## src/sv/tlp_pkg.sv

```systemverilog
// Shared types, character codes and helper functions for the telemetry line parser.
// Has no dependencies; the core imports it.
`timescale 1ns / 1ps

package tlp_pkg;

    typedef enum logic [1:0] {
        ST_IDLE,
        ST_SCAN,
        ST_FIN,
        ST_FLUSH
    } t_state;

    typedef enum logic [2:0] {
        MODE_SEARCH,
        MODE_TEMP,
        MODE_ID,
        MODE_POWER,
        MODE_STOP
    } t_mode;

    typedef enum logic [2:0] {
        TPH_START,
        TPH_INT,
        TPH_FRAC1,
        TPH_FRAC2,
        TPH_DONE
    } t_tph;

    localparam logic [2:0] KIND_TEMP  = 3'd0;
    localparam logic [2:0] KIND_SEND  = 3'd1;
    localparam logic [2:0] KIND_CARD  = 3'd2;
    localparam logic [2:0] KIND_POWER = 3'd3;
    localparam logic [2:0] KIND_STOP  = 3'd4;

    localparam logic [4:0] MAX_RESULTS = 5'd21;

    localparam logic [7:0] CH_LF    = 8'h0A;
    localparam logic [7:0] CH_CR    = 8'h0D;
    localparam logic [6:0] CH_COLON = 7'h3A;
    localparam logic [6:0] CH_DOT   = 7'h2E;
    localparam logic [6:0] CH_MINUS = 7'h2D;
    localparam logic [6:0] CH_COMMA = 7'h2C;
    localparam logic [6:0] CH_T     = 7'h54;
    localparam logic [6:0] CH_U     = 7'h55;
    localparam logic [6:0] CH_P     = 7'h50;
    localparam logic [6:0] CH_S     = 7'h53;

    localparam logic [3:0] TEMP_BUDGET = 4'd11;
    localparam logic [3:0] ID_DIGITS   = 4'd8;
    localparam logic [3:0] NUM_BUDGET  = 4'd7;
    localparam logic [2:0] NUM_BUDGET2 = 3'd7;

    localparam logic [24:0] TEMP_CEIL    = 25'h1000000;
    localparam logic [24:0] TEMP_NEG_LIM = 25'd8388608;
    localparam logic [24:0] TEMP_POS_LIM = 25'd8388607;
    localparam logic [23:0] CUR_LIMIT    = 24'd2000;
    localparam logic [23:0] VOLT_LIMIT   = 24'd10000;
    localparam logic [23:0] STOP_LIMIT   = 24'd500;
    localparam logic [2:0]  LOG_PERIOD_LAST = 3'd4;

    typedef struct packed {
        logic [2:0]  kind;
        logic [23:0] temperature;
        logic [31:0] card_id;
        logic [10:0] current_ma;
        logic [13:0] battery_mv;
        logic [8:0]  stop_ma;
        logic [31:0] kind_count;
        logic        log_now;
        logic [7:0]  threshold;
        logic [31:0] last_rx_time;
        logic        last;
    } t_result;

    function automatic logic is_mark(input logic [6:0] c);
        return (c == CH_T) || (c == CH_U) || (c == CH_P) || (c == CH_S);
    endfunction

    function automatic logic is_digit(input logic [6:0] c);
        return c inside {[7'h30:7'h39]};
    endfunction

    // Returns 16 for a character that is not a hex digit.
    function automatic logic [4:0] hex_value(input logic [6:0] c);
        logic [4:0] v;
        if (c inside {[7'h30:7'h39]}) begin
            v = {1'b0, c[3:0]};
        end else if (c inside {[7'h41:7'h46], [7'h61:7'h66]}) begin
            v = 5'({1'b0, c[3:0]} + 5'd9);
        end else begin
            v = 5'd16;
        end
        return v;
    endfunction

    function automatic t_mode mark_mode(input logic [6:0] c);
        t_mode m;
        case (c)
            CH_T:    m = MODE_TEMP;
            CH_U:    m = MODE_ID;
            CH_P:    m = MODE_POWER;
            default: m = MODE_STOP;
        endcase
        return m;
    endfunction

endpackage

```

## src/sv/tlp_ram.sv

```systemverilog
// Generic simple dual-port RAM with one write port and a registered read port.
// No dependencies; the read data holds while the read enable is low.
`timescale 1ns / 1ps

module tlp_ram #(
    parameter int WIDTH = 7,
    parameter int DEPTH = 63
) (
    input  logic                     i_clk,
    input  logic                     i_wr_en,
    input  logic [$clog2(DEPTH)-1:0] i_wr_addr,
    input  logic [WIDTH-1:0]         i_wr_data,
    input  logic                     i_rd_en,
    input  logic [$clog2(DEPTH)-1:0] i_rd_addr,
    output logic [WIDTH-1:0]         o_rd_data
);

    logic [WIDTH-1:0] r_mem [DEPTH];
    logic [WIDTH-1:0] r_rd_data;

    always_ff @(posedge i_clk) begin
        if (i_wr_en) begin
            r_mem[i_wr_addr] <= i_wr_data;
        end
        if (i_rd_en) begin
            r_rd_data <= r_mem[i_rd_addr];
        end
    end

    assign o_rd_data = r_rd_data;

endmodule

```

## src/sv/telemetry_line_parser_core.sv

```systemverilog
// Telemetry line parser: collects printable bytes into a line and decodes its records.
// Depends on tlp_pkg and on tlp_ram for the line buffer.
// A byte that is not CR or LF is taken whenever the parser is idle. CR or LF on a non-empty
// line stalls the input while the parser reads one stored character per cycle from the line
// buffer (unless a finished request waits for the output register), closes the last field
// and flushes the pending request. A request is presented at the edge at which it leaves
// the pending stage. Reset is synchronous, active low, and clears the line length, counters,
// held values and threshold.
`timescale 1ns / 1ps

module telemetry_line_parser_core #(
    parameter int LINE_CAPACITY = 63
) (
    input  logic               i_clk,
    input  logic               i_rst_n,
    input  logic               i_in_valid,
    output logic               o_in_stall,
    input  logic [7:0]         i_rx_byte,
    input  logic [31:0]        i_time_now,
    input  logic               i_cfg_valid,
    output logic               o_cfg_ready,
    input  logic [7:0]         i_temp_threshold,
    output logic               o_out_valid,
    input  logic               i_out_stall,
    output logic [2:0]         o_record_kind,
    output logic signed [23:0] o_temperature,
    output logic [31:0]        o_card_id,
    output logic [10:0]        o_current_ma,
    output logic [13:0]        o_battery_mv,
    output logic [8:0]         o_stop_ma,
    output logic [31:0]        o_kind_count,
    output logic               o_log_now,
    output logic [7:0]         o_threshold_value,
    output logic [31:0]        o_last_rx_time,
    output logic               o_last_record
);

    import tlp_pkg::*;

    localparam int AW = $clog2(LINE_CAPACITY);
    localparam int LW = $clog2(LINE_CAPACITY + 1);

    t_state        r_state, n_state;
    t_mode         r_mode, n_mode;
    t_tph          r_tph, n_tph;
    logic [LW-1:0] r_line_len;
    logic [LW-1:0] r_idx;
    logic [LW-1:0] idx_next;
    logic [6:0]    r_prev, n_prev;
    logic          r_prev_ok, n_prev_ok;
    logic [31:0]   r_acc, n_acc;
    logic [23:0]   r_acc2, n_acc2;
    logic [3:0]    r_cnt, n_cnt;
    logic [2:0]    r_cnt2, n_cnt2;
    logic          r_second, n_second;
    logic          r_tneg, n_tneg;
    logic [31:0]   r_now;
    logic [7:0]    r_threshold;

    logic [31:0]   r_temp_records, n_temp_records;
    logic [31:0]   r_power_records, n_power_records;
    logic [31:0]   r_stop_cycles, n_stop_cycles;
    logic [2:0]    r_mod5, n_mod5;
    logic [10:0]   r_held_cur, n_held_cur;
    logic [13:0]   r_held_volt, n_held_volt;
    logic [8:0]    r_held_stop, n_held_stop;
    logic [31:0]   r_wd_time, n_wd_time;

    logic [4:0]    r_nres;
    t_result       r_pend;
    logic          r_pend_valid;
    t_result       r_out;
    logic          r_out_valid;
    t_result       new_rec;

    logic          in_acc, cfg_acc, is_eol, printable, line_full;
    logic [6:0]    cur;
    logic [3:0]    dig;
    logic          cur_mark, cur_dig;
    logic [4:0]    cur_hex;
    logic [9:0]    d_x100;
    logic [6:0]    d_x10;
    logic [28:0]   t_int;
    logic [24:0]   t_int_sat;
    logic [23:0]   acc_x10, acc2_x10;
    logic          fin, entry_send, budget_hit;
    logic          rec_ok;
    logic [2:0]    rec_kind;
    logic [23:0]   rec_temp;
    logic [31:0]   rec_card, rec_count;
    logic          rec_log;
    logic [7:0]    rec_thr;
    logic [24:0]   t_mag, t_clip;
    logic [23:0]   temp_word;
    logic          emit_do, push_need, out_busy, adv, last_char;
    logic          wr_en, rd_en;
    logic [AW-1:0] rd_addr;
    logic [6:0]    rd_data;

    assign in_acc    = i_in_valid && !o_in_stall;
    assign cfg_acc   = i_cfg_valid && o_cfg_ready;
    assign is_eol    = (i_rx_byte == CH_LF) || (i_rx_byte == CH_CR);
    assign printable = i_rx_byte inside {[8'd32:8'd126]};
    assign line_full = (r_line_len == LW'(LINE_CAPACITY));
    assign idx_next  = r_idx + LW'(1);
    assign last_char = (idx_next == r_line_len);

    assign wr_en   = in_acc && !is_eol && !line_full && printable;
    assign rd_en   = (r_state == ST_IDLE && in_acc && is_eol)
                  || (r_state == ST_SCAN && adv && !last_char);
    assign rd_addr = (r_state == ST_IDLE) ? '0 : idx_next[AW-1:0];

    tlp_ram #(
        .WIDTH (7),
        .DEPTH (LINE_CAPACITY)
    ) u_line_ram (
        .i_clk     (i_clk),
        .i_wr_en   (wr_en),
        .i_wr_addr (r_line_len[AW-1:0]),
        .i_wr_data (i_rx_byte[6:0]),
        .i_rd_en   (rd_en),
        .i_rd_addr (rd_addr),
        .o_rd_data (rd_data)
    );

    assign cur       = rd_data;
    assign dig       = cur[3:0];
    assign cur_mark  = is_mark(cur);
    assign cur_dig   = is_digit(cur);
    assign cur_hex   = hex_value(cur);
    assign d_x100    = 10'(dig) * 10'd100;
    assign d_x10     = 7'(dig) * 7'd10;
    assign t_int     = 29'({r_acc[24:0], 3'b000}) + 29'({r_acc[24:0], 1'b0}) + 29'(d_x100);
    assign t_int_sat = (t_int > 29'(TEMP_CEIL)) ? TEMP_CEIL : t_int[24:0];
    assign acc_x10   = 24'({r_acc[20:0], 3'b000}) + 24'({r_acc[22:0], 1'b0}) + 24'(dig);
    assign acc2_x10  = 24'({r_acc2[20:0], 3'b000}) + 24'({r_acc2[22:0], 1'b0}) + 24'(dig);

    // One character of the line per step: mark search or field accumulation; ST_FIN closes the open field.
    always_comb begin
        n_mode     = r_mode;
        n_tph      = r_tph;
        n_prev     = r_prev;
        n_prev_ok  = r_prev_ok;
        n_acc      = r_acc;
        n_acc2     = r_acc2;
        n_cnt      = r_cnt;
        n_cnt2     = r_cnt2;
        n_second   = r_second;
        n_tneg     = r_tneg;
        fin        = 1'b0;
        entry_send = 1'b0;
        budget_hit = 1'b0;
        if (r_state == ST_FIN) begin
            fin    = (r_mode != MODE_SEARCH);
            n_mode = MODE_SEARCH;
        end else if (r_state == ST_SCAN) begin
            if (r_mode == MODE_SEARCH) begin
                if (r_prev_ok && cur == CH_COLON && is_mark(r_prev)) begin
                    n_mode     = mark_mode(r_prev);
                    n_prev_ok  = 1'b0;
                    n_acc      = '0;
                    n_acc2     = '0;
                    n_cnt      = '0;
                    n_cnt2     = '0;
                    n_second   = 1'b0;
                    n_tneg     = 1'b0;
                    n_tph      = TPH_START;
                    entry_send = (r_prev == CH_U);
                end else begin
                    n_prev    = cur;
                    n_prev_ok = 1'b1;
                end
            end else if (cur_mark) begin
                // The mark closes the field and opens the next search pair.
                fin       = 1'b1;
                n_mode    = MODE_SEARCH;
                n_prev    = cur;
                n_prev_ok = 1'b1;
            end else begin
                case (r_mode)
                    MODE_TEMP: begin
                        if (cur_dig || cur == CH_DOT || cur == CH_MINUS) begin
                            n_cnt = r_cnt + 4'd1;
                            case (r_tph)
                                TPH_START: begin
                                    if (cur == CH_MINUS) begin
                                        n_tneg = 1'b1;
                                        n_tph  = TPH_INT;
                                    end else if (cur_dig) begin
                                        n_acc = 32'(d_x100);
                                        n_tph = TPH_INT;
                                    end else begin
                                        n_tph = TPH_FRAC1;
                                    end
                                end
                                TPH_INT: begin
                                    if (cur_dig) begin
                                        n_acc = 32'(t_int_sat);
                                    end else if (cur == CH_DOT) begin
                                        n_tph = TPH_FRAC1;
                                    end else begin
                                        n_tph = TPH_DONE;
                                    end
                                end
                                TPH_FRAC1: begin
                                    if (cur_dig) begin
                                        n_acc = 32'(r_acc[24:0] + 25'(d_x10));
                                        n_tph = TPH_FRAC2;
                                    end else begin
                                        n_tph = TPH_DONE;
                                    end
                                end
                                TPH_FRAC2: begin
                                    if (cur_dig) begin
                                        n_acc = 32'(r_acc[24:0] + 25'(dig));
                                    end
                                    n_tph = TPH_DONE;
                                end
                                default: ;
                            endcase
                        end
                        budget_hit = (n_cnt == TEMP_BUDGET);
                    end
                    MODE_ID: begin
                        if (!cur_hex[4]) begin
                            n_acc = {r_acc[27:0], cur_hex[3:0]};
                            n_cnt = r_cnt + 4'd1;
                        end
                        budget_hit = (n_cnt == ID_DIGITS);
                    end
                    MODE_POWER: begin
                        if (cur == CH_COMMA) begin
                            n_second = 1'b1;
                        end else if (cur_dig) begin
                            if (!r_second) begin
                                n_acc = 32'(acc_x10);
                                n_cnt = r_cnt + 4'd1;
                            end else begin
                                n_acc2 = acc2_x10;
                                n_cnt2 = r_cnt2 + 3'd1;
                            end
                        end
                        budget_hit = (n_cnt == NUM_BUDGET) || (n_cnt2 == NUM_BUDGET2);
                    end
                    MODE_STOP: begin
                        if (cur_dig) begin
                            n_acc = 32'(acc_x10);
                            n_cnt = r_cnt + 4'd1;
                        end
                        budget_hit = (n_cnt == NUM_BUDGET);
                    end
                    default: ;
                endcase
                if (budget_hit) begin
                    fin       = 1'b1;
                    n_mode    = MODE_SEARCH;
                    n_prev_ok = 1'b0;
                end
            end
        end
    end

    assign t_mag     = n_acc[24:0];
    assign t_clip    = (t_mag > TEMP_NEG_LIM) ? TEMP_NEG_LIM : t_mag;
    assign temp_word = n_tneg ? 24'(~t_clip[23:0] + 24'd1)
                              : ((t_mag > TEMP_POS_LIM) ? TEMP_POS_LIM[23:0] : t_mag[23:0]);

    // Record checks and the state that a completed record updates.
    always_comb begin
        rec_ok          = 1'b0;
        rec_kind        = KIND_TEMP;
        rec_temp        = '0;
        rec_card        = '0;
        rec_count       = '0;
        rec_log         = 1'b0;
        rec_thr         = '0;
        n_temp_records  = r_temp_records;
        n_power_records = r_power_records;
        n_stop_cycles   = r_stop_cycles;
        n_mod5          = r_mod5;
        n_held_cur      = r_held_cur;
        n_held_volt     = r_held_volt;
        n_held_stop     = r_held_stop;
        n_wd_time       = r_wd_time;
        if (fin) begin
            case (r_mode)
                MODE_TEMP: begin
                    if (n_cnt != 4'd0) begin
                        rec_ok         = 1'b1;
                        rec_kind       = KIND_TEMP;
                        n_temp_records = r_temp_records + 32'd1;
                        n_wd_time      = r_now;
                        rec_temp       = temp_word;
                        rec_count      = n_temp_records;
                    end
                end
                MODE_ID: begin
                    if (n_cnt == ID_DIGITS) begin
                        rec_ok    = 1'b1;
                        rec_kind  = KIND_CARD;
                        n_wd_time = r_now;
                        rec_card  = n_acc;
                    end
                end
                MODE_POWER: begin
                    if (n_cnt != 4'd0 && n_cnt2 != 3'd0 && n_acc[23:0] < CUR_LIMIT
                            && n_acc2 < VOLT_LIMIT) begin
                        rec_ok          = 1'b1;
                        rec_kind        = KIND_POWER;
                        n_held_cur      = n_acc[10:0];
                        n_held_volt     = n_acc2[13:0];
                        n_power_records = r_power_records + 32'd1;
                        n_wd_time       = r_now;
                        rec_count       = n_power_records;
                    end
                end
                MODE_STOP: begin
                    if (n_cnt != 4'd0 && n_acc[23:0] < STOP_LIMIT) begin
                        rec_ok        = 1'b1;
                        rec_kind      = KIND_STOP;
                        n_held_stop   = n_acc[8:0];
                        n_stop_cycles = r_stop_cycles + 32'd1;
                        // The count wraps to zero, which is itself a multiple of five.
                        n_mod5        = (r_mod5 == LOG_PERIOD_LAST || r_stop_cycles == '1)
                                        ? 3'd0 : r_mod5 + 3'd1;
                        n_wd_time     = r_now;
                        rec_count     = n_stop_cycles;
                        rec_log       = (n_mod5 == 3'd0);
                    end
                end
                default: ;
            endcase
        end
        if (entry_send) begin
            rec_kind = KIND_SEND;
            rec_thr  = r_threshold;
        end
        new_rec.kind         = rec_kind;
        new_rec.temperature  = rec_temp;
        new_rec.card_id      = rec_card;
        new_rec.current_ma   = n_held_cur;
        new_rec.battery_mv   = n_held_volt;
        new_rec.stop_ma      = n_held_stop;
        new_rec.kind_count   = rec_count;
        new_rec.log_now      = rec_log;
        new_rec.threshold    = rec_thr;
        new_rec.last_rx_time = n_wd_time;
        new_rec.last         = 1'b0;
    end

    // The newest record waits in the pending stage until the next one, or the end of the
    // line, tells whether it is the last of the line.
    assign out_busy  = r_out_valid && i_out_stall;
    assign emit_do   = (entry_send || rec_ok) && (r_nres < MAX_RESULTS);
    assign push_need = (r_state == ST_FLUSH) ? r_pend_valid
                                             : (emit_do && r_pend_valid);
    assign adv       = !(push_need && out_busy);

    always_comb begin
        n_state = r_state;
        case (r_state)
            ST_IDLE: begin
                if (in_acc && is_eol && r_line_len != '0) begin
                    n_state = ST_SCAN;
                end
            end
            ST_SCAN: begin
                if (adv && last_char) begin
                    n_state = ST_FIN;
                end
            end
            ST_FIN: begin
                if (adv) begin
                    n_state = ST_FLUSH;
                end
            end
            ST_FLUSH: begin
                if (adv) begin
                    n_state = ST_IDLE;
                end
            end
            default: n_state = ST_IDLE;
        endcase
    end

    always_comb begin
        o_in_stall        = (r_state != ST_IDLE);
        o_cfg_ready       = 1'b1;
        o_out_valid       = r_out_valid;
        o_record_kind     = r_out.kind;
        o_temperature     = $signed(r_out.temperature);
        o_card_id         = r_out.card_id;
        o_current_ma      = r_out.current_ma;
        o_battery_mv      = r_out.battery_mv;
        o_stop_ma         = r_out.stop_ma;
        o_kind_count      = r_out.kind_count;
        o_log_now         = r_out.log_now;
        o_threshold_value = r_out.threshold;
        o_last_rx_time    = r_out.last_rx_time;
        o_last_record     = r_out.last;
    end

    always_ff @(posedge i_clk) begin
        if (!i_rst_n) begin
            r_state         <= ST_IDLE;
            r_mode          <= MODE_SEARCH;
            r_tph           <= TPH_START;
            r_line_len      <= '0;
            r_idx           <= '0;
            r_prev_ok       <= 1'b0;
            r_threshold     <= '0;
            r_temp_records  <= '0;
            r_power_records <= '0;
            r_stop_cycles   <= '0;
            r_mod5          <= '0;
            r_held_cur      <= '0;
            r_held_volt     <= '0;
            r_held_stop     <= '0;
            r_wd_time       <= '0;
            r_nres          <= '0;
            r_pend_valid    <= 1'b0;
            r_out_valid     <= 1'b0;
        end else begin
            r_state <= n_state;
            if (cfg_acc) begin
                r_threshold <= i_temp_threshold;
            end
            case (r_state)
                ST_IDLE: begin
                    if (in_acc) begin
                        if (is_eol) begin
                            r_now        <= i_time_now;
                            r_idx        <= '0;
                            r_mode       <= MODE_SEARCH;
                            r_prev_ok    <= 1'b0;
                            r_nres       <= '0;
                            r_pend_valid <= 1'b0;
                        end else if (line_full) begin
                            r_line_len <= '0;
                        end else if (printable) begin
                            r_line_len <= r_line_len + LW'(1);
                        end
                    end
                end
                ST_SCAN, ST_FIN: begin
                    if (adv) begin
                        r_mode          <= n_mode;
                        r_tph           <= n_tph;
                        r_prev          <= n_prev;
                        r_prev_ok       <= n_prev_ok;
                        r_acc           <= n_acc;
                        r_acc2          <= n_acc2;
                        r_cnt           <= n_cnt;
                        r_cnt2          <= n_cnt2;
                        r_second        <= n_second;
                        r_tneg          <= n_tneg;
                        r_temp_records  <= n_temp_records;
                        r_power_records <= n_power_records;
                        r_stop_cycles   <= n_stop_cycles;
                        r_mod5          <= n_mod5;
                        r_held_cur      <= n_held_cur;
                        r_held_volt     <= n_held_volt;
                        r_held_stop     <= n_held_stop;
                        r_wd_time       <= n_wd_time;
                        if (r_state == ST_SCAN && !last_char) begin
                            r_idx <= idx_next;
                        end
                        if (emit_do) begin
                            r_pend       <= new_rec;
                            r_pend_valid <= 1'b1;
                            r_nres       <= r_nres + 5'd1;
                        end
                    end
                end
                ST_FLUSH: begin
                    if (adv) begin
                        r_line_len   <= '0;
                        r_pend_valid <= 1'b0;
                    end
                end
                default: ;
            endcase

            // The last flag is the lowest bit of the packed request.
            if (adv && push_need) begin
                r_out       <= {r_pend[$bits(t_result)-1:1], r_state == ST_FLUSH};
                r_out_valid <= 1'b1;
            end else if (r_out_valid && !i_out_stall) begin
                r_out_valid <= 1'b0;
            end
        end
    end

    a_nres_bound: assert property (@(posedge i_clk) disable iff (!i_rst_n)
        r_nres <= MAX_RESULTS)
        else $error("result count per line exceeded its limit");

    a_idx_in_line: assert property (@(posedge i_clk) disable iff (!i_rst_n)
        (r_state == ST_SCAN) |-> (r_idx < r_line_len))
        else $error("scan index ran past the stored line");

    a_len_bound: assert property (@(posedge i_clk) disable iff (!i_rst_n)
        r_line_len <= LW'(LINE_CAPACITY))
        else $error("line length exceeded the buffer capacity");

    a_flush_done: assert property (@(posedge i_clk) disable iff (!i_rst_n)
        (r_state == ST_FLUSH && adv) |=> (r_state == ST_IDLE && !r_pend_valid))
        else $error("pending request left behind at the end of a line");

endmodule
```

## config.mk

```make
export PLATFORM = sky130hd
export DESIGN_NAME = telemetry_line_parser_core
export DESIGN_NICKNAME = d
export VERILOG_FILES = /design/src/sv/tlp_pkg.sv /design/src/sv/tlp_ram.sv /design/src/sv/telemetry_line_parser_core.sv
export SDC_FILE = /design/constraint.sdc
export NUM_CORES = 2
export LEC_CHECK = 0
export BUFFER_PORTS_ARGS = -buffer_cell sky130_fd_sc_hd__buf_2
export CORE_MARGIN = 3
export CORE_UTILIZATION = 51
export CTS_CLUSTER_DIAMETER = 60
export DETAILED_ROUTE_END_ITERATION = 8
export PLACE_DENSITY = 0.83
export SYNTH_ARGS = -nofsm -noshare
export SYNTH_HDL_FRONTEND = slang
export SYNTH_SLANG_ARGS = --single-unit
```

## constraint.sdc

```tcl
create_clock -name i_clk -period 18.3 [get_ports i_clk]
set_input_delay 0.915 -clock i_clk [delete_from_list [all_inputs] [get_ports i_clk]]
set_output_delay 0.915 -clock i_clk [all_outputs]
set_load 0.05 [all_outputs]
```

After elaboration in Yosys (flattened, before gate mapping):

Memories as Yosys holds them, arrays and structs flattened. A register that Yosys moved wholly into a read port is not among the register bits.
Index checks and enable logic that the tools add are counted.

* $add $sub $neg: 19
* multiply operators: 2
* $lt $le $gt $ge: 15
* equality and inequality tests: 55
* muxes and demuxes: 204
* bitwise logic cells: 4
* reduce and logical (&&, ||, !) cells: 89

Operators by type and width (number)
* 2-to-1 mux 32 bit: 24
* one-hot mux 32 bit (4 select lines): 3
* 2-to-1 mux 24 bit: 12
* 2-to-1 mux 4 bit: 31
* 2-to-1 mux 3 bit: 33
* adder 32 x 1 -> 32 bit (second input constant): 3
* one-hot mux 32 bit (3 select lines): 1
* 2-to-1 mux 6 bit: 10
* == test 7 bit (second input constant): 8
* 2-to-1 mux 1 bit: 50
* adder 24 bit: 2
* adder 24 x 4 -> 24 bit: 2
* 2-to-1 mux 14 bit: 3
* AND reduction 5 bit: 7
* 2-to-1 mux 11 bit: 3
* == test 32 bit (second input constant): 1
* 2-to-1 mux 5 bit: 6
* adder 28 x 26 -> 29 bit: 1
* adder 29 x 10 -> 29 bit: 1
* > comparator 29 x 25 -> 1 bit (second input constant): 1
* == test 7 x 6 -> 1 bit (second input constant): 4
* logical AND 1 bit: 28
* 2-to-1 mux 9 bit: 3
* adder 25 x 4 -> 26 bit: 1
* other kinds (67): 150

* register bits: 638
* bits in writable memories: 441
* word-level logic and storage cells: 437
* memories: 1

Memories
* u_line_ram.r_mem: words 63, bits a word 7, rd ports 1, clocked after memory_dff 1, write ports 1, RTL line tlp_ram.sv:18 `logic [WIDTH-1:0] r_mem [DEPTH];`

Longest topological paths before layout:

* depth after elaboration: 32
* gate-level depth with buffers: 29

By module:

A second synthesis with hierarchy kept.

* cells, all modules: 4332
* area total of the unflattened synthesis: 52900.7 sq um

By module, submodules not included
* telemetry_line_parser_core: instances 1, cells each 3477, area each 35382.7 sq um, sequential area each 17146.4 sq um
* tlp_ram: instances 1, cells each 855, area each 17518.1 sq um, sequential area each 13452.9 sq um

Worst setup path before layout:

OpenSTA, ideal clock, no wires.

* path kind: reg2reg
* start: register u_line_ram.r_rd_data[1] (netlist: u_line_ram.o_rd_data[1]), read port of u_line_ram.r_mem
* end: register r_out (netlist bit o_battery_mv[0]), enable pin
* library setup time: 957 ps
* arrival time: 18518 ps
* slack: -1175 ps
* stages on the path, launching flop included: 23
* buffers on the path: 1
* cells stage by stage: edfxtp_1 inv_1 ha_1 ha_1 fa_1 xor2_1 fa_1 ha_1 o211ai_1 o211ai_1 a21oi_2 o31a_1 o21ai_1 nor4_4 a41o_1 or3_1 and4bb_1 nand4_2 a2111oi_4 and2_1 buf_4 o21ai_1 a221oi_1

RTL lines
* from (decl): RTL line tlp_ram.sv:19 `logic [WIDTH-1:0] r_rd_data;`
* multiplier 4 x 5 -> 8 bit: RTL line telemetry_line_parser_core.sv:131 `assign d_x100 = 10'(dig) * 10'd100;`
* adder 29 x 10 -> 29 bit: RTL line telemetry_line_parser_core.sv:133 `assign t_int = 29'({r_acc[24:0], 3'b000}) + 29'({r_acc[24:0], 1'b0}) + 29'(d_x100);`
* > comparator 29 x 25 -> 1 bit: RTL line telemetry_line_parser_core.sv:134 `assign t_int_sat = (t_int > 29'(TEMP_CEIL)) ? TEMP_CEIL : t_int[24:0];`
* 2-to-1 mux 25 bit: RTL line telemetry_line_parser_core.sv:134
* 2-to-1 mux 32 bit: RTL line telemetry_line_parser_core.sv:197 `if (cur_dig) begin`
* one-hot mux 32 bit (4 select lines): RTL line telemetry_line_parser_core.sv:184 `case (r_tph)`
* 2-to-1 mux 32 bit: RTL line telemetry_line_parser_core.sv:182 `if (cur_dig || cur == CH_DOT || cur == CH_MINUS) begin`
* one-hot mux 32 bit (4 select lines): RTL line telemetry_line_parser_core.sv:180 `case (r_mode)`
* [... 4 more ...]
* named net n_acc[9]: RTL line telemetry_line_parser_core.sv:51 `logic [31:0] r_acc, n_acc;`
* [... 6 more ...]
* logical OR 1 bit *: RTL line telemetry_line_parser_core.sv:354 `assign emit_do = (entry_send || rec_ok) && (r_nres < MAX_RESULTS);`
* logical AND 1 bit *: RTL line telemetry_line_parser_core.sv:354
* logical AND 1 bit *: RTL line telemetry_line_parser_core.sv:356 `: (emit_do && r_pend_valid);`
* 2-to-1 mux 1 bit *: RTL line telemetry_line_parser_core.sv:355 `assign push_need = (r_state == ST_FLUSH) ? r_pend_valid`
* logical AND 1 bit: RTL line telemetry_line_parser_core.sv:357 `assign adv = !(push_need && out_busy);`
* zero test 1 bit: RTL line telemetry_line_parser_core.sv:357
* logical AND 1 bit *: RTL line telemetry_line_parser_core.sv:485 `if (adv && push_need) begin`
* AND reduction 2 bit (no source line) *
* to (signal assigned): RTL line telemetry_line_parser_core.sv:486 `r_out <= {r_pend[$bits(t_result)-1:1], r_state == ST_FLUSH};`
* to (decl): RTL line telemetry_line_parser_core.sv:72 `t_result r_out;`

Mark *: on every way through the listed nets, which the timed path passes. The rest lies on a longest branch. The select of a mux whose other input is x is not followed.
A chain may end at the register's enable or synchronous reset.

Final worst setup path:

* start: register u_line_ram.r_rd_data[1] (netlist: u_line_ram.o_rd_data[1]), read port of u_line_ram.r_mem
* end: register r_pend[131] (netlist name), enable pin

* cells in the longest elaborated chain, start to end: 30

Ends and longest elaborated chain
* branches (longest 23 deep; another with adder 29 x 10 -> 29 bit)
* logical OR 1 bit *: RTL line telemetry_line_parser_core.sv:354
* logical AND 1 bit *: RTL line telemetry_line_parser_core.sv:354
* logical AND 1 bit: RTL line telemetry_line_parser_core.sv:356
* 2-to-1 mux 1 bit: RTL line telemetry_line_parser_core.sv:355
* logical AND 1 bit: RTL line telemetry_line_parser_core.sv:357
* inverter 1 bit (no source line)
* AND reduction 4 bit (no source line) *
* to (signal assigned): RTL line telemetry_line_parser_core.sv:469 `r_pend <= new_rec;`
* to (decl): RTL line telemetry_line_parser_core.sv:70 `t_result r_pend;`

Mark *: on every way between the ends. The select of a mux whose other input is x is not followed.

==> out/results.tsv <==
metric	value	unit
yosysSeqAreaShare	0.567	
drv_slew	0	
area_growth	10.9	%
async_flop_share	0	
antenna_found_initial	7	
place_congestion	1.03	
hold_start	i_time_now[0]	
yosysWarnings	0	
path_class	reg2reg	
netSwitchingPower	0.00102	W
drc	0	
worstSkewPairLatency	0.74	ns
synth_nets	4961	
run_status	complete, no violations	
maxCapViolations	0	
dominantRegCellSynth	edfxtp_1	
synthDistinctLibCells	117	
drive_above_1_share	0.135	
regMostFlops	u_line_ram.r_mem	
coreArea	104000	um2
overflow	0	
clkTransAtPathRegs	0.06	ns
r2r-end	r_pend[131]	
drt-initial-drc-count	5294	
synth.avg_cell_area	11.4	um2
grt_use_total	0.293	
synth_area	54000	um2
port_buffers	221	
max_stage_delay	0.95	ns
routed-via-count	41400	
n_fill_cell	8200	
cts_setup_buffers	0	
skew	0.0447	ns
synth_edf_count	885	
cts_root_buf	clkbuf_16	
vias_per_cell	6.54	
cts_tree	yes	
grt_pass1_vias	39700	
die_area	110000	um2
cp-end-kind	register	
max_slew_margin	0.0659	
startpoint_type	register	
largestRegisters	u_line_ram.r_mem x441, r_pend x166	
io_pins	223	
cts_resized	0	
chipWidth	331	um
p_comb_frac	0.013	
postCtsHoldBufs	0	
rsz0062_at_grt	no	
p_seq_frac	0.533	
placed_cells	6129	
power_frac_clock	0.453	
antenna_left	0	
irDropWorstVdd	0.162	mV
hold_class	in2reg	
p_leak	20.1	nW
reg2regPathDepth	25	
final_cells	6335	
period_share	0.626	
final.setup.tns	0	ns
grt_max_degree	92	
p_int	0.00396	W
routed_wl	167	mm
drt_pass1_iterations	7	
wl_per_cell	26.4	um
worstMarginPinSlew	1.39	ns
placementRows	118	
finalHoldViolCount	0	
dp_hpwl	112	mm
grt_pass1_wl	249	mm
hold_depth	1	
reg2reg_from	u_line_ram.o_rd_data[1]	
cts_buffer_depth	3	
min_period	11.46	ns
switching_share	0.205	
crit_slowest_cell	or2_4	
worstPathMaxFanout	83	
initial_core_util	0.518	
min_to	r_now[0]	
cts.sink_count	1086	
largest_reg_flops	441	
r2r_slack	6.84	ns
power_density	83.2	nW/um2
num-nets-final	5073	
hold_slack	0.373	ns
synth_seq_cells	1086	
h-tree-depth	3	
finalSetupViolCount	0	
crit_arrival	11.79	ns
max_freq	87.3	MHz
synth_cells	4747	
cp.required	18.63	ns
die_height	331	um
numCtsBuffers	107	
-- synthesized netlist by cell type, drive strengths merged (58+ instances only) --
| library cell | count | share of area |
|---|---|---|
| a31oi | 70 | 0.0086 |
| xor2 | 86 | 0.014 |
| xnor2 | 123 | 0.020 |
| a211oi | 101 | 0.015 |
| mux2i | 92 | 0.017 |
| inv | 75 | 0.0052 |
| and2 | 58 | 0.0067 |
| ha | 145 | 0.034 |
| nand3 | 129 | 0.012 |
| nand2 | 459 | 0.032 |
| a21oi | 327 | 0.031 |
| o221ai | 61 | 0.010 |
| o21ai | 255 | 0.024 |
| o211ai | 110 | 0.016 |
| clkbuf | 201 | 0.014 |
| nor2b | 66 | 0.0076 |
| nor3 | 93 | 0.011 |
| mux2 | 60 | 0.013 |
| buf | 99 | 0.011 |
| dfxtp | 201 | 0.075 |
| edfxtp | 885 | 0.49 |
| nor2 | 386 | 0.027 |
-- metrics by stage --
step	util	power, W	setup slack, ns	cell area, um2
detailed placement	0.539	0.00277	6.99	56200
floorplan	-	0.00274	4.32	54000
global placement	0.539	0.00277	7.22	56200
finish	0.574	0.00498	6.84	59900
global route	0.574	0.00510	6.23	59900
CTS	0.574	0.00500	6.93	59900
-- cell type report --
class                      instances  area (um2)  share of cell area
clock inverter                    64         757              0.0126
sequential                      1086       30600               0.511
multi-input combinational       3282       21900               0.365
inverter                          79         302             0.00504
antenna                            2        5.00           0.0000836
timing repair buffer             303        1720              0.0288
clock buffer                     139        2880              0.0481
tap                             1380        1730              0.0288
-- power groups by stage --
| stage | Clock (W) | Sequential [W] | Combinational (W) |
|---|---|---|---|
| floorplan | 0 | 0.00271 | 0.0000292 |
| global placement | 0 | 0.00271 | 0.0000618 |
| detailed placement | 0 | 0.00271 | 0.0000644 |
| CTS | 0.00228 | 0.00266 | 0.0000653 |
| global route | 0.00237 | 0.00266 | 0.0000710 |
| finish | 0.00226 | 0.00266 | 0.0000663 |
-- cells in the final DEF, fill, tap and decap left out, types with 93 or more instances in the layout --
master / instances
edfxtp_1: 885
nand2_1: 454
nor2_1: 378
a21oi_1: 322
o21ai_0: 223
buf_2: 221
dfxtp_1: 200
ha_1: 144
nand3_1: 129
xnor2_1: 122
clkbuf_16: 108
o211ai_1: 100
a211oi_1: 93
-- logic make-up after synthesis --
family,share of synthesized area
simple gates,0.136
compound gates,0.160
flops,0.567
buf+inv,0.0305
xor+xnor,0.0339
fa+ha+maj,0.0395
mux,0.0333
other cells,0.0000695
-- critical path, delay by kind of cell, from the launching register on --
kind                     cells  cell delay [ns]
buffers and inverters        4             2.32
adder cells (fa/ha/maj)      5             1.85
AO/OA/AOI/OAI                8             2.56
AND/OR/NAND/NOR              6             2.73
flip-flops                   1             0.81
XOR/XNOR                     2             0.61
-- metal layers --
| layer | global-route usage | routed length [um] | vias to the layer above | part of all wire |
|---|---|---|---|---|
| li1 | - | - | 18300 | - |
| met3 | 0.0629 | 16300 | 473 | 0.098 |
| met2 | 0.466 | 76800 | 2455 | 0.46 |
| met1 | 0.386 | 65000 | 20200 | 0.39 |
| met5 | 0 | 23 | - | 0.00014 |
| met4 | 0.138 | 8970 | 4 | 0.054 |
-- how the worst max path moves through the flow --
| stage | startpoint | to | slack, ns | cells after the start |
|---|---|---|---|---|
| after floorplan | u_line_ram.o_rd_data[1] | o_battery_mv[0] | 4.32 | 22 |
| after global placement | u_line_ram.o_rd_data[1] | r_pend[85] | 7.22 | 25 |
| after detailed placement | u_line_ram.o_rd_data[1] | r_pend[96] | 6.99 | 25 |
| after CTS | u_line_ram.o_rd_data[1] | r_pend[131] | 6.93 | 25 |
| after global routing | u_line_ram.o_rd_data[1] | r_pend[128] | 6.23 | 26 |
| final | u_line_ram.o_rd_data[1] | r_pend[131] | 6.84 | 25 |
(Power assumes the default switching activity.)
